**config.mk**
```make
export PLATFORM = sky130hd
export DESIGN_NAME = column_depth_gap_filler_core
export DESIGN_NICKNAME = d
export VERILOG_FILES = /design/src/hdl/cdgf_pkg.sv /design/src/hdl/column_depth_gap_filler_core.sv /design/src/hdl/cdgf_datapath.sv /design/src/hdl/cdgf_controller.sv
export SDC_FILE = /design/constraint.sdc
export NUM_CORES = 1
export LEC_CHECK = 0
export BUFFER_PORTS_ARGS = -buffer_cell sky130_fd_sc_hd__buf_2
export CAP_MARGIN = 20
export CORE_UTILIZATION = 57
export CTS_CLUSTER_DIAMETER = 100
export DETAILED_ROUTE_END_ITERATION = 8
export PLACE_DENSITY_LB_ADDON = 0.08
export SYNTH_ARGS = -nofsm -noshare
export SYNTH_HDL_FRONTEND = slang
export SYNTH_SLANG_ARGS = --single-unit
```
**constraint.sdc**
```tcl
create_clock -name i_clk -period 5.6 [get_ports i_clk]
set_clock_uncertainty 0.15 [all_clocks]
set_input_delay 1.12 -clock i_clk [delete_from_list [all_inputs] [get_ports i_clk]]
set_output_delay 1.12 -clock i_clk [all_outputs]
set_load 0.05 [all_outputs]
```
**src/hdl/cdgf_pkg.sv**
```systemverilog
// Shared constants, register indexes and controller/datapath interface types.
package cdgf_pkg;

    // Column and depth geometry
    localparam int MAX_WIDTH  = 4096;
    localparam int COL_W      = $clog2(MAX_WIDTH);
    localparam int DEPTH_W    = 16;

    // Configuration port
    localparam int CFG_IDX_W  = 1;
    localparam int CFG_DATA_W = 16;
    localparam int GAP_CFG_W  = 6;

    localparam logic [CFG_IDX_W-1:0] REG_MAX_GAP    = CFG_IDX_W'(0);
    localparam logic [CFG_IDX_W-1:0] REG_DEPTH_JUMP = CFG_IDX_W'(1);

    localparam logic [GAP_CFG_W-1:0] MAX_GAP_RESET    = GAP_CFG_W'(24);
    localparam logic [DEPTH_W-1:0]   DEPTH_JUMP_RESET = DEPTH_W'(500);

    // Gap limit: the hard cap also bounds the results of one word at 32
    localparam int GAP_CAP_INT = 32;
    localparam logic [GAP_CFG_W-1:0] GAP_CAP = GAP_CFG_W'(GAP_CAP_INT);

    // Gap offset counter and divider sizes
    localparam int K_W       = $clog2(GAP_CAP_INT);
    localparam logic [K_W-1:0] LAST_GAP = K_W'(GAP_CAP_INT - 1);
    localparam int DVS_W     = GAP_CFG_W;
    localparam int DIV_W     = K_W + DEPTH_W;
    localparam int DIV_CNT_W = $clog2(DIV_W);

    // Output word layout
    localparam int OUT_DATA_W = ((COL_W + DEPTH_W + 1 + 7) / 8) * 8;

    // Controller to datapath commands
    typedef struct packed {
        logic accept;
        logic plan;
        logic div_start;
        logic div_step;
        logic load_gap;
        logic load_cur;
        logic commit;
    } t_cmd;

    // Datapath to controller status
    typedef struct packed {
        logic gap_any;
        logic emit_cur;
        logic interp;
        logic gap_end;
        logic div_last;
        logic out_free;
    } t_status;

endpackage

```
**src/hdl/column_depth_gap_filler_core.sv**
```systemverilog
// Top level: column depth gap filler, controller plus datapath.
// Per word: accept, plan, then each gap column emitted as invalid, nearest or linearly filled
//   (21-step bit-serial divider), then the word's own result unless the word is held;
//   each result load waits while the output register is stalled.
// One word is in work at a time; the output register lets the next word enter early.
// Reset (synchronous, active low) drops the anchor, zeroes the column index and
//   loads max_gap 24 and depth_jump 500.
module column_depth_gap_filler_core
    import cdgf_pkg::*;
(
    input  logic                  i_clk,
    input  logic                  i_rst_n,
    // slave side
    input  logic                  s_axis_tvalid,
    output logic                  s_axis_tready,
    input  logic [DEPTH_W-1:0]    s_axis_tdata,   // [15:0] depth
    input  logic                  s_axis_tlast,   // row_end
    input  logic                  s_axis_tuser,   // depth_valid
    // master side
    output logic                  m_axis_tvalid,
    input  logic                  m_axis_tready,
    output logic [OUT_DATA_W-1:0] m_axis_tdata,   // [11:0] column, [27:12] filled_depth,
                                                  // [28] filled_valid, rest zero
    output logic                  m_axis_tlast,   // run_last
    output logic                  m_axis_tuser,   // row_done
    // configuration
    input  logic                  i_cfg_we,
    input  logic [CFG_IDX_W-1:0]  i_cfg_idx,
    input  logic [CFG_DATA_W-1:0] i_cfg_data
);

    t_cmd    w_cmd;
    t_status w_sts;

    cdgf_controller u_ctrl (
        .i_clk      (i_clk),
        .i_rst_n    (i_rst_n),
        .i_in_valid (s_axis_tvalid),
        .i_sts      (w_sts),
        .o_in_ready (s_axis_tready),
        .o_cmd      (w_cmd)
    );

    cdgf_datapath u_dp (
        .i_clk            (i_clk),
        .i_rst_n          (i_rst_n),
        .i_in_depth       (s_axis_tdata),
        .i_in_depth_valid (s_axis_tuser),
        .i_in_row_end     (s_axis_tlast),
        .i_cfg_we         (i_cfg_we),
        .i_cfg_idx        (i_cfg_idx),
        .i_cfg_data       (i_cfg_data),
        .i_out_ready      (m_axis_tready),
        .i_cmd            (w_cmd),
        .o_sts            (w_sts),
        .o_out_valid      (m_axis_tvalid),
        .o_out_data       (m_axis_tdata),
        .o_out_last       (m_axis_tlast),
        .o_out_user       (m_axis_tuser)
    );

endmodule

```
**src/hdl/cdgf_datapath.sv**
```systemverilog
// Datapath: row state, configuration registers, gap divider and output register.
module cdgf_datapath
    import cdgf_pkg::*;
(
    input  logic                  i_clk,
    input  logic                  i_rst_n,
    input  logic [DEPTH_W-1:0]    i_in_depth,
    input  logic                  i_in_depth_valid,
    input  logic                  i_in_row_end,
    input  logic                  i_cfg_we,
    input  logic [CFG_IDX_W-1:0]  i_cfg_idx,
    input  logic [CFG_DATA_W-1:0] i_cfg_data,
    input  logic                  i_out_ready,
    input  t_cmd                  i_cmd,
    output t_status               o_sts,
    output logic                  o_out_valid,
    output logic [OUT_DATA_W-1:0] o_out_data,
    output logic                  o_out_last,
    output logic                  o_out_user
);

    // Configuration
    logic [GAP_CFG_W-1:0] r_max_gap;
    logic [DEPTH_W-1:0]   r_depth_jump;

    // Row state
    logic [DEPTH_W-1:0]   r_anchor_depth;
    logic [COL_W-1:0]     r_anchor_index;
    logic                 r_anchor_present;
    logic [COL_W-1:0]     r_next_index;
    logic                 r_gap_over;

    // Current word
    logic [DEPTH_W-1:0]   r_z;
    logic                 r_valid;
    logic                 r_row_end;
    logic [COL_W-1:0]     r_c;

    // Gap walk and divider
    logic [K_W-1:0]       r_k;
    logic [DEPTH_W-1:0]   r_adiff;
    logic                 r_neg;
    logic [DVS_W-1:0]     r_rem;
    logic [DIV_W-1:0]     r_quo;
    logic [DIV_CNT_W-1:0] r_div_cnt;

    // Output register
    logic                 r_out_valid;
    logic [COL_W-1:0]     r_out_col;
    logic [DEPTH_W-1:0]   r_out_depth;
    logic                 r_out_fvalid;
    logic                 r_out_last;
    logic                 r_out_row_done;

    logic [COL_W-1:0]     w_d;
    logic                 w_holding;
    logic [GAP_CFG_W-1:0] w_g;
    logic                 w_flush;
    logic                 w_gap_fill;
    logic [K_W-1:0]       w_gap_cnt;
    logic                 w_emit_cur;
    logic [DEPTH_W:0]     w_diff;
    logic [DVS_W:0]       w_trial;
    logic                 w_ge;
    logic [DVS_W:0]       w_rem_sub;
    logic [DEPTH_W-1:0]   w_q;
    logic [DEPTH_W-1:0]   w_gap_depth;
    logic                 w_out_free;

    // Decide what the current word causes
    always_comb begin
        w_d        = r_c - r_anchor_index;
        w_holding  = r_anchor_present && !r_gap_over;
        w_g        = (r_max_gap > GAP_CAP) ? GAP_CAP : r_max_gap;
        w_flush    = w_holding && !r_valid &&
                     (r_row_end || (w_d == '0) || (w_d >= COL_W'(w_g)));
        w_gap_fill = r_valid && (w_d > COL_W'(1)) && (w_d <= COL_W'(w_g));
        if (!(w_holding && (r_valid || w_flush)) || (w_d == '0)) begin
            w_gap_cnt = '0;
        end else if (w_d >= COL_W'(GAP_CAP)) begin
            w_gap_cnt = LAST_GAP;
        end else begin
            w_gap_cnt = K_W'(w_d - COL_W'(1));
        end
        w_emit_cur = r_valid || !w_holding || w_flush;
        w_diff     = {1'b0, r_z} - {1'b0, r_anchor_depth};
    end

    // One restoring division step
    always_comb begin
        w_trial   = {r_rem, r_quo[DIV_W-1]};
        w_ge      = (w_trial >= {1'b0, w_d[DVS_W-1:0]});
        w_rem_sub = w_trial - {1'b0, w_d[DVS_W-1:0]};
    end

    // Pick the gap column depth
    always_comb begin
        w_q = r_quo[DEPTH_W-1:0];
        if (!w_gap_fill) begin
            w_gap_depth = '0;
        end else if (r_adiff <= r_depth_jump) begin
            w_gap_depth = r_neg ? (r_anchor_depth - w_q) : (r_anchor_depth + w_q);
        end else if (COL_W'({r_k, 1'b0}) <= w_d) begin
            w_gap_depth = r_anchor_depth;
        end else begin
            w_gap_depth = r_z;
        end
    end

    assign w_out_free = !r_out_valid || i_out_ready;

    always_comb begin
        o_sts.gap_any  = (w_gap_cnt != '0);
        o_sts.emit_cur = w_emit_cur;
        o_sts.interp   = w_gap_fill && (r_adiff <= r_depth_jump);
        o_sts.gap_end  = (r_k == w_gap_cnt);
        o_sts.div_last = (r_div_cnt == '0);
        o_sts.out_free = w_out_free;
    end

    // Configuration writes
    always_ff @(posedge i_clk) begin
        if (!i_rst_n) begin
            r_max_gap    <= MAX_GAP_RESET;
            r_depth_jump <= DEPTH_JUMP_RESET;
        end else if (i_cfg_we) begin
            case (i_cfg_idx)
                REG_MAX_GAP:    r_max_gap    <= i_cfg_data[GAP_CFG_W-1:0];
                REG_DEPTH_JUMP: r_depth_jump <= i_cfg_data[DEPTH_W-1:0];
                default: ;
            endcase
        end
    end

    // Row state: update at the end of each word
    always_ff @(posedge i_clk) begin
        if (!i_rst_n) begin
            r_anchor_depth   <= '0;
            r_anchor_index   <= '0;
            r_anchor_present <= 1'b0;
            r_next_index     <= '0;
            r_gap_over       <= 1'b0;
        end else if (i_cmd.commit) begin
            if (r_valid) begin
                r_anchor_depth <= r_z;
                r_anchor_index <= r_c;
            end
            if (r_row_end) begin
                r_anchor_present <= 1'b0;
                r_gap_over       <= 1'b0;
                r_next_index     <= '0;
            end else begin
                if (r_valid) begin
                    r_anchor_present <= 1'b1;
                    r_gap_over       <= 1'b0;
                end else if (w_flush) begin
                    r_gap_over <= 1'b1;
                end
                r_next_index <= r_c + COL_W'(1);
            end
        end
    end

    // Capture the word, prepare the gap walk, run the divider
    always_ff @(posedge i_clk) begin
        if (i_cmd.accept) begin
            r_z       <= i_in_depth;
            r_valid   <= i_in_depth_valid;
            r_row_end <= i_in_row_end;
            r_c       <= r_next_index;
        end
        if (i_cmd.plan) begin
            r_k     <= K_W'(1);
            r_neg   <= w_diff[DEPTH_W];
            r_adiff <= w_diff[DEPTH_W] ? DEPTH_W'(-w_diff) : w_diff[DEPTH_W-1:0];
        end else if (i_cmd.load_gap) begin
            r_k <= r_k + K_W'(1);
        end
        if (i_cmd.div_start) begin
            r_quo     <= DIV_W'(r_k * r_adiff);
            r_rem     <= '0;
            r_div_cnt <= DIV_CNT_W'(DIV_W - 1);
        end else if (i_cmd.div_step) begin
            r_quo     <= {r_quo[DIV_W-2:0], w_ge};
            r_rem     <= w_ge ? w_rem_sub[DVS_W-1:0] : w_trial[DVS_W-1:0];
            r_div_cnt <= r_div_cnt - DIV_CNT_W'(1);
        end
    end

    // Output register: hold until taken
    always_ff @(posedge i_clk) begin
        if (!i_rst_n) begin
            r_out_valid <= 1'b0;
        end else if (i_cmd.load_gap || i_cmd.load_cur) begin
            r_out_valid <= 1'b1;
        end else if (i_out_ready) begin
            r_out_valid <= 1'b0;
        end
    end

    always_ff @(posedge i_clk) begin
        if (i_cmd.load_gap) begin
            r_out_col      <= r_anchor_index + COL_W'(r_k);
            r_out_depth    <= w_gap_depth;
            r_out_fvalid   <= w_gap_fill;
            r_out_last     <= 1'b0;
            r_out_row_done <= 1'b0;
        end else if (i_cmd.load_cur) begin
            r_out_col      <= r_c;
            r_out_depth    <= r_valid ? r_z : '0;
            r_out_fvalid   <= r_valid;
            r_out_last     <= 1'b1;
            r_out_row_done <= r_row_end;
        end
    end

    assign o_out_valid = r_out_valid;
    assign o_out_data  = OUT_DATA_W'({r_out_fvalid, r_out_depth, r_out_col});
    assign o_out_last  = r_out_last;
    assign o_out_user  = r_out_row_done;

endmodule

```
**src/hdl/cdgf_controller.sv**
```systemverilog
// Controller: sequences accept, gap walk, division and result loads for each word.
module cdgf_controller
    import cdgf_pkg::*;
(
    input  logic    i_clk,
    input  logic    i_rst_n,
    input  logic    i_in_valid,
    input  t_status i_sts,
    output logic    o_in_ready,
    output t_cmd    o_cmd
);

    typedef enum logic [2:0] {
        ST_IDLE,
        ST_PLAN,
        ST_GAP,
        ST_DIV,
        ST_GAP_OUT,
        ST_CUR
    } t_state;

    t_state r_state;
    t_state n_state;

    // Next state and commands
    always_comb begin
        n_state    = r_state;
        o_cmd      = '0;
        o_in_ready = 1'b0;
        case (r_state)
            ST_IDLE: begin
                o_in_ready = 1'b1;
                if (i_in_valid) begin
                    o_cmd.accept = 1'b1;
                    n_state      = ST_PLAN;
                end
            end
            ST_PLAN: begin
                o_cmd.plan = 1'b1;
                if (i_sts.gap_any) begin
                    n_state = ST_GAP;
                end else if (i_sts.emit_cur) begin
                    n_state = ST_CUR;
                end else begin
                    o_cmd.commit = 1'b1;
                    n_state      = ST_IDLE;
                end
            end
            ST_GAP: begin
                if (i_sts.interp) begin
                    o_cmd.div_start = 1'b1;
                    n_state         = ST_DIV;
                end else begin
                    n_state = ST_GAP_OUT;
                end
            end
            ST_DIV: begin
                o_cmd.div_step = 1'b1;
                if (i_sts.div_last) begin
                    n_state = ST_GAP_OUT;
                end
            end
            ST_GAP_OUT: begin
                if (i_sts.out_free) begin
                    o_cmd.load_gap = 1'b1;
                    n_state        = i_sts.gap_end ? ST_CUR : ST_GAP;
                end
            end
            ST_CUR: begin
                if (i_sts.out_free) begin
                    o_cmd.load_cur = 1'b1;
                    o_cmd.commit   = 1'b1;
                    n_state        = ST_IDLE;
                end
            end
            default: n_state = ST_IDLE;
        endcase
    end

    // Hold state
    always_ff @(posedge i_clk) begin
        if (!i_rst_n) begin
            r_state <= ST_IDLE;
        end else begin
            r_state <= n_state;
        end
    end

endmodule

```
==> impl_metrics.ini, run 1 <==
[worst_setup_path]
rr_startpoint = u_dp.r_k[4]$_SDFFE_PP0P_
cp.arrival_ns = 5.21
worst-r2r-setup-slack_ns = 0.44
crit_end = u_dp.r_quo[20]$_DFFE_PP_
r2r_end = u_dp.r_quo[20]$_DFFE_PP_
critPathLaunch = u_dp.r_k[4]$_SDFFE_PP0P_
endpoint_kind = flip-flop
critPathMaxFanout = 9
reg2regPathDepth = 16
crit_type = flip-flop to flip-flop
crit_path_start_kind = flip-flop
required_ns = 5.65

[route]
dr_total_vias = 10860
viasPerCell = 5.624
routed_wl_um = 31410
antenna_left = 0
drt_first_pass_iters = 5
first_iter_violations = 686
drcViolationCount = 0
post_drt_wl_per_cell_um = 16.26

[floorplan]
start_util = 0.5838
core_area_um2 = 23540
die_y_um = 157.3
io_pins = 76
rows = 56
die_x_um = 157.3
die-area_um2 = 24740

[global_routing]
track_usage = 0.2646
grt_overflow = 0
grt_max_degree = 58
grt_pass1_vias = 10220
grt_pass1_wl_um = 50890
antenna_found_initial = 0

[synth]
ys_ff_latch = 183
synthFlopType = edfxtp_1
synth-edff-count = 97
synth_area_um2 = 13740
ys_seq_area_frac = 0.3372
synth_warnings = 0
syn_avg_cell_area_um2 = 8.972
synthCells = 1532
netlist-cell-type-count = 85
synthArstFlopShare = 0

[power]
powerDensity_nw_per_um2 = 356.6
power_w = 0.005388
peakVddDrop_mv = 0.2004
p_leak_nw = 6.282

[clock_tree]
cts.sinks = 183
insertion_delay_ns = 0.46
cts_max_path_buffers = 2
cts_tree = yes
cts_buffers = 17
cts.clk_slew.worst_paths_ns = 0.09
cts_root_buf = clkbuf_16
htreeDepth = 4
post-cts-setup-buffers = 0

[worst_hold_path]
worstHoldStart = u_dp.r_next_index[9]$_SDFFE_PN0P_
hold_path_class = flip-flop to flip-flop

[flow_run]
cap_violations = 0

[sta]
finalMaxSlewViolations = 0
tns_ns = 0
relSlewSlack = 0.2995
rsz0062_at_grt = no
setup_viol = 0
fmax_mhz = 193.7
tightest_slew_ns = 1.051
min_period_over_period = 0.9217
final-hold-violation-count = 0
post-route-min-period_ns = 5.162

[placement]
dpl_cell_area_um2 = 14490
port_buffers = 72
gp_congestion = 0.8875
hpwl_um = 23250

[final_layout]
n_fill_cell = 2051
area_growth_pct = 9.941
drive_above_1_share = 0.1092
final_common_cell = nand2_1
design_area_um2 = 15110
seq_area_um2 = 4636
mostFrequentLayoutCells = nand2_1, inv_1, nor2_1
nets = 1802
antenna_cells = 0
multiInputGateArea_um2 = 8438

[outcome]
status = complete, no violations
kinds of logic (layout without fill, tap and decap cells):
group           after synthesis  count (layout)  share of synthesized area
simple gates                548             548                     0.1883
compound gates              325             325                     0.1565
flops                       183             183                     0.3372
buf+inv                     174             252                    0.05034
fa+ha+maj                   163             163                     0.1741
xor+xnor                    105             105                    0.06746
mux                          33              33                    0.02594
other cells                   1               3                  0.0002728
area by class of cell:
class / count / share of cell area
timing repair buffer: 98 / 0.03676
inverter: 122 / 0.03031
multi-input combinational: 1177 / 0.5584
tap: 319 / 0.02641
clock buffer: 17 / 0.02815
sequential: 183 / 0.3068
clock inverter: 15 / 0.01317
synth_stat cells, types with 22 or more instances:
cell type	count	area [um2]
nand2_1	224	840.8
edfxtp_1	97	2913
clkbuf_1	37	138.9
inv_1	120	450.4
xor2_1	32	280.3
dfxtp_1	86	1722
nor2_1	118	442.9
and2_1	40	250.2
xnor2_1	72	630.6
ha_1	116	1451
o21ai_0	75	375.4
fa_1	47	940.9
nor3_1	33	165.2
nor2b_1	22	137.6
a21oi_1	74	370.4
a21boi_0	43	322.8
metrics by stage:
stage | worst slack, ns | cells | util | hold slack (ns)
finish | 0.4385 | 1931 | 0.6418 | 0.2809
global route | 0.1005 | 1931 | 0.6418 | 0.2835
CTS | 0.2899 | 1931 | 0.6418 | 0.2790
detailed placement | 0.3087 | 1899 | 0.6153 | 0.2657
global placement | 0.3816 | 1899 | 0.6153 | 0.2610
floorplan | 0.3315 | 1534 | - | 0.2576
worst max-delay path, cell delays in order, from the launching register on:
cell,delay (ns)
dfxtp_1,0.51
buf_4,0.23
nand2_1,0.08
fa_1,0.56
inv_1,0.07
fa_1,0.50
fa_1,0.49
ha_1,0.36
a21o_1,0.17
a21oi_1,0.23
o21ai_0,0.21
a2111oi_0,0.54
o21ai_0,0.22
a21o_1,0.20
a21oi_1,0.17
xor2_1,0.15
mux2i_1,0.08
worst min path at each step:
| stage | endpoint | slack (ns) | cells past startpoint |
|---|---|---|---|
| finish | u_dp.r_c[9]$_DFFE_PP_ | 0.28 | 0 |
| global route | u_dp.r_c[9]$_DFFE_PP_ | 0.28 | 0 |
| CTS | u_dp.r_c[9]$_DFFE_PP_ | 0.28 | 0 |
| detailed placement | u_dp.r_c[4]$_DFFE_PP_ | 0.27 | 0 |
| global placement | u_dp.r_c[1]$_DFFE_PP_ | 0.26 | 0 |
| floorplan | u_dp.r_c[1]$_DFFE_PP_ | 0.26 | 0 |
flip-flops by register name (all words and copies together) (netlist names), 3 cells and up:
register,cells
u_dp.r_next_index,12
u_dp.r_depth_jump,16
u_dp.r_anchor_depth,16
u_dp.r_z,16
u_dp.r_anchor_index,12
u_dp.r_div_cnt,5
u_dp.r_quo,21
u_dp.r_rem,6
u_dp.r_out_col,12
u_dp.r_adiff,16
u_ctrl.r_state,3
u_dp.r_c,12
u_dp.r_max_gap,6
u_dp.r_k,5
u_dp.r_out_depth,16
where the power goes:
group / switching [W] / total [W] / internal [W]
sequential: 0.000210 / 0.00184 / 0.00163
combinational: 0.00136 / 0.00224 / 0.000887
clock: 0.000679 / 0.00130 / 0.000624
per-layer routing:
metal  vias to the layer above  global-route usage  share of wire  wire length, um
met3                        44             0.04378          0.044             1386
met4                         0             0.08553          0.023              712
li1                       5465                   -              -                -
met5                         -                   0              0                0
met2                       250              0.4083           0.44            13720
met1                      5100              0.3770           0.50            15590
what timing repair did:
| action | in CTS | in global routing |
|---|---|---|
| gates resized for setup | 0 | 1 |
| hold buffers | 0 | 0 |
| setup endpoints to repair | 0 | 1 |
(Power assumes the default switching activity.)
==> inputs of run 2 (changes only) <==
PLACE_DENSITY = 0.84   (was unset)
PLACE_DENSITY_LB_ADDON = unset   (was 0.08)
clock period = 4.6 ns   (was 5.6 ns; I/O delays follow)
==> impl_metrics.ini, run 2 (synthesis results as in run 1) <==
[outcome]
status = complete, no violations

[clock_tree]
cts_buffers = 17
cts_hold_buffers = 0
cts_max_path_buffers = 2
htreeDepth = 4
cts_root_buf = clkbuf_16
cts_tree = yes
insertion_delay_ns = 0.45
cts.clk_slew.worst_paths_ns = 0.08
cts.sinks = 183

[final_layout]
mostFrequentLayoutCells = nand2_1, inv_1, nor2_1
antenna_cells = 0
largest_reg_flops = 21
instances_no_fill = 1964
area_growth_pct = 13.41
regMostFlops = u_dp.r_quo
nets = 1835
drive_above_1_share = 0.1441
final_common_cell = nand2_1
n_fill_cell = 1823
design_area_um2 = 15590

[sta]
fin_ws_ns = 0.06065
fmax_mhz = 220.3
post-route-min-period_ns = 4.539
relSlewSlack = 0.3249
tightest_slew_ns = 1.012
min_period_over_period = 0.9868
rsz0062_at_grt = yes
finalMaxSlewViolations = 0
final-hold-violation-count = 0
setup_viol = 0

[worst_setup_path]
crit_chain = nand2_2, fa_1, inv_1, fa_1, fa_1, ha_4, a21o_1, a21o_1, a21oi_2, o21ai_2, a2111oi_4, o21ai_1, a21o_1, a21oi_2, xor2_1, mux2i_1
cpPeakStageDelay_ns = 0.58
cp.arrival_ns = 4.58
crit_path_start_kind = flip-flop
crit_slowest_cell = edfxtp_1
rr_startpoint = u_dp.r_adiff[4]$_DFFE_PP_
required_ns = 4.64
critPathLaunch = u_dp.r_adiff[4]$_DFFE_PP_
crit_type = flip-flop to flip-flop
cp_top_family = adder cells
cp.buffers_inverters = 1
critPathMaxFanout = 6
endpoint_kind = flip-flop

[worst_hold_path]
worstHoldStart = u_dp.r_next_index[2]$_SDFFE_PN0P_
hold_path_class = flip-flop to flip-flop

[floorplan]
io_pins = 76
die_y_um = 157.3
die_x_um = 157.3
die-area_um2 = 24740
core_area_um2 = 23540
start_util = 0.5838
rows = 56

[power]
peakVddDrop_mv = 0.2349
power.share.clock = 0.232
swShare = 0.4148
seq_power_share = 0.324
power.switching_w = 0.002839
combPwrFrac = 0.444
p_leak_nw = 6.495
internal_power_w = 0.004005
powerDensity_nw_per_um2 = 439.1

[route]
post_drt_wl_per_cell_um = 17.11
drcViolationCount = 0
drt_first_pass_iters = 5
viasPerCell = 5.848
dr_total_vias = 11490
antenna_left = 0
routed_wl_um = 33610
first_iter_violations = 968

[global_routing]
grt_pass1_vias = 11120
antenna_found_initial = 0
grt_overflow = 0
grt_max_degree = 57
grt_pass1_wl_um = 54140
busiest_layer = met2
grtUsageMet2 = 0.4469
track_usage = 0.2777
grt_use_met3 = 0.05424
grt_use_met1 = 0.3734

[flow_run]
cap_violations = 0

[placement]
port_buffers = 72
hpwl_um = 23980
gp_congestion = 0.9299
dpl_cell_area_um2 = 14690
placedCellCount = 1918
dp_slack_ns = -0.06232
==> run 2: final timing paths <==
kind,to,slack [ns],cells past startpoint
hold reg to reg,u_dp.r_c[2]$_DFFE_PP_,0.29,0
hold / removal,u_dp.r_c[2]$_DFFE_PP_,0.29,0
setup reg to reg,u_dp.r_quo[20]$_DFFE_PP_,0.06,16
setup / recovery,u_dp.r_quo[20]$_DFFE_PP_,0.06,16
==> run 2: area by class of cell <==
type | count | area, um2 | area share
multi-input cells | 1177 | 8564 | 0.5494
well taps | 319 | 399.1 | 0.02561
inverters | 122 | 457.9 | 0.02938
flip-flops and latches | 183 | 4643 | 0.2979
repair buffers | 131 | 869.6 | 0.05579
clock buffers | 18 | 450.4 | 0.02890
clock inverters | 14 | 202.7 | 0.01300
==> run 2: metrics by stage <==
stage / power, W / hold slack, ns / utilization / setup TNS (ns)
final: 0.006844 / 0.2857 / 0.6621 / 0
after floorplan: 0.004287 / 0.2576 / - / 0
after CTS: 0.006692 / 0.2853 / 0.6530 / 0
after global placement: 0.004954 / 0.2614 / 0.6238 / 0
after detailed placement: 0.005054 / 0.2676 / 0.6238 / -0.06232
after global routing: 0.007250 / 0.2914 / 0.6621 / -0.2229
==> run 2: metal layers <==
metal | wire length [um] | part of all wire
met1 | 14950 | 0.44
met2 | 15770 | 0.47
met3 | 2171 | 0.065
met4 | 718 | 0.021
met5 | 0 | 0
==> run 2: repair_timing <==
item                                    CTS  global route
gates cloned                              0             1
resized for setup                         4            29
setup buffers                             2            11
endpoints found under the setup margin    2            22
pin swaps                                 1            22
==> run 2: power groups by stage <==
stage                     registers, W  logic [W]  clock network [W]
final                          0.00222    0.00304            0.00158
after global placement         0.00224    0.00272                  0
after floorplan                0.00229    0.00200                  0
after CTS                      0.00221    0.00289            0.00159
after detailed placement       0.00224    0.00281                  0
after global routing           0.00224    0.00336            0.00165
==> inputs of run 3 (changes only) <==
CORE_UTILIZATION = 45   (was 57)
MAX_ROUTING_LAYER = met4   (was unset)
PLACE_DENSITY = 0.7   (was 0.84)
SYNTH_HIERARCHICAL = 1   (was unset)
==> impl_metrics.ini, run 3 <==
[outcome]
violations = negative setup slack
status = finished with violations

[route]
dr_total_vias = 11270
drt_first_pass_iters = 5
post_drt_wl_per_cell_um = 16.04
viasPerCell = 5.436
drcViolationCount = 0
antenna_left = 0
routed_wl_um = 33250
first_iter_violations = 700

[clock_tree]
htreeDepth = 4
cts.clk_slew.worst_paths_ns = 0.08
cts_tree = yes
cts_root_buf = clkbuf_16
cts.sinks = 183
insertion_delay_ns = 0.45
cts_buffers = 17
cts_max_path_buffers = 2

[flow_run]
cap_violations = 0

[floorplan]
core_area_um2 = 30510
rows = 64
io_pins = 76
die-area_um2 = 31630
die_y_um = 177.9
start_util = 0.4562
die_x_um = 177.9

[synth]
synth-compound-area-share = 0.1634
ys_ff_latch = 183
synth-edff-count = 97
synth_commonest_cells = nand2_1, inv_1, ha_1
synth_mux_area_frac = 0.02346
synth_warnings = 6
yosysMostFrequentCell = nand2_1
synth_area_um2 = 13920
synthXorXnorAreaFrac = 0.06608
netlist-cell-type-count = 82
synthFlopType = edfxtp_1
synth_top_area_share = 0.2093
synthCells = 1548
synthAdderAreaFrac = 0.1728
ys_seq_area_frac = 0.3330
syn_avg_cell_area_um2 = 8.990
synth_top_family_by_area = simple AND/OR/NAND/NOR gates
ys_top_cells_by_area = edfxtp_1, dfxtp_1, ha_1
synth-simple-area-share = 0.1855
synthArstFlopShare = 0
synth_top_area_cell = edfxtp_1

[worst_setup_path]
worst_path_most_repeated_cell = fa_1
endpoint_kind = flip-flop
cp.arrival_ns = 4.69
r2r_end = u_dp/r_quo[18]$_DFFE_PP_
crit_type = flip-flop to flip-flop
cpPeakStageDelay_ns = 0.55
critPathMaxFanout = 4
rr_startpoint = u_dp/r_adiff[2]$_DFFE_PP_
required_ns = 4.64
worst-r2r-setup-slack_ns = -0.04
crit_path_start_kind = flip-flop
reg2regPathDepth = 17
cp.buffers_inverters = 4
crit_slowest_cell = fa_1
crit_chain = buf_6, buf_4, nand2_1, fa_1, inv_1, fa_1, fa_1, ha_1, buf_4, a21oi_2, o21ai_2, nand2_2, a21oi_4, o31ai_4, a2111oi_4, or3_1, a31o_2
cp_top_family = adder cells

[final_layout]
regMostFlops = u_dp/r_quo
fin_util = 0.5303
final_common_cell = nand2_1
n_fill_cell = 2729
antenna_cells = 0
drive_above_1_share = 0.1741
mostFrequentLayoutCells = nand2_1, inv_1, ha_1
largest_reg_flops = 21
instances_no_fill = 2073
nets = 1868
area_growth_pct = 16.25

[global_routing]
grt_overflow = 0
grt_max_degree = 69
antenna_found_initial = 0
track_usage = 0.2207
grt_pass1_wl_um = 53920
grt_pass1_vias = 10840

[worst_hold_path]
hold_path_class = flip-flop to flip-flop
whs_endpoint = u_dp/r_c[7]$_DFFE_PP_
worstHoldStart = u_dp/r_next_index[7]$_SDFFE_PN0P_
hold_depth = 0

[sta]
min_period_over_period = 1.009
tightest_slew_ns = 1.020
tns_ns = -0.04328
final-hold-violation-count = 0
finalMaxSlewViolations = 0
setup_viol = 1
fmax_mhz = 215.4
post-route-min-period_ns = 4.643
rsz0062_at_grt = yes
fin_ws_ns = -0.04328
relSlewSlack = 0.3198

[power]
peakVddDrop_mv = 0.2972
powerDensity_nw_per_um2 = 438.0
p_leak_nw = 6.764

[placement]
placedCellCount = 2027
gp_congestion = 0.8845
hpwl_um = 24050
port_buffers = 72
[run 3: cell type report]
| cell class | count | area (um2) | share of cell area |
|---|---|---|---|
| inverters | 139 | 521.8 | 0.03225 |
| flip-flops and latches | 183 | 4644 | 0.2871 |
| repair buffers | 152 | 1050 | 0.06489 |
| clock buffers | 20 | 457.9 | 0.02831 |
| clock inverters | 12 | 123.9 | 0.007657 |
| well taps | 396 | 495.5 | 0.03063 |
| multi-input cells | 1171 | 8885 | 0.5492 |
[run 3: cell families (layout without fill, tap and decap cells)]
group                    after synthesis  count (layout)
AND/OR/NAND/NOR                      540             540
AO/OA/AOI/OAI                        328             328
buffers and inverters                196             323
flip-flops                           183             183
adder cells (fa/ha/maj)              164             164
XOR/XNOR                             105             105
multiplexers                          31              31
other                                  1               3
[run 3: where the power goes]
group	total [W]	internal (W)	switching, W
Sequential	0.00224	0.00200	0.000244
Clock	0.00147	0.000755	0.000718
Combinational	0.00337	0.00144	0.00193
[run 3: repair_timing]
| action | in CTS | in global routing |
|---|---|---|
| endpoints found under the setup margin | 6 | 82 |
| gates resized for setup | 10 | 76 |
| hold buffers | 0 | 0 |
| setup buffers | 0 | 12 |
| gates cloned | 0 | 1 |
| pin swaps | 5 | 48 |
[run 3: worst max path at each step]
stage	startpoint	to	slack, ns	depth (start not counted)
2_1_floorplan	u_dp/r_k[3]$_SDFFE_PP0P_	u_dp/r_quo[18]$_DFFE_PP_	0.004	17
3_3_place_gp	u_dp/r_adiff[1]$_DFFE_PP_	u_dp/r_quo[17]$_DFFE_PP_	-0.05	16
3_5_place_dp	u_dp/r_adiff[1]$_DFFE_PP_	u_dp/r_quo[17]$_DFFE_PP_	-0.17	16
4_1_cts	u_dp/r_adiff[1]$_DFFE_PP_	u_dp/r_quo[17]$_DFFE_PP_	-0.0009	16
5_1_grt	u_dp/r_adiff[2]$_DFFE_PP_	u_dp/r_quo[18]$_DFFE_PP_	-0.16	17
6_report	u_dp/r_adiff[2]$_DFFE_PP_	u_dp/r_quo[18]$_DFFE_PP_	-0.04	17
[run 3: per-stage QoR]
step                cell area (um2)  power [W]  setup WS, ns  hold WS (ns)
floorplan                     13990   0.004452      0.003502        0.2582
global route                  16180   0.007558       -0.1623        0.2936
detailed placement            15080   0.005272       -0.1735        0.2658
CTS                           15710   0.006828    -0.0008513        0.2826
global placement              15080   0.005202      -0.04757        0.2625
finish                        16180   0.007086      -0.04328        0.2850
[run 3: routing by layer]
layer  track usage  wire length, um  vias up
met4       0.05734              485        0
li1              -                -     5600
met2        0.3400            15240      256
met5             -                0        -
met3       0.02721             1300       28
met1        0.3059            16220     5384
[run 3: worst register-to-register path, cell delays in order (launching register included)]
cell       delay (ns)
edfxtp_1         0.40
buf_6            0.12
buf_4            0.12
nand2_1          0.07
fa_1             0.55
inv_1            0.06
fa_1             0.53
fa_1             0.45
ha_1             0.32
buf_4            0.16
a21oi_2          0.17
o21ai_2          0.09
nand2_2          0.10
a21oi_4          0.08
o31ai_4          0.33
a2111oi_4        0.13
or3_1            0.36
a31o_2           0.23
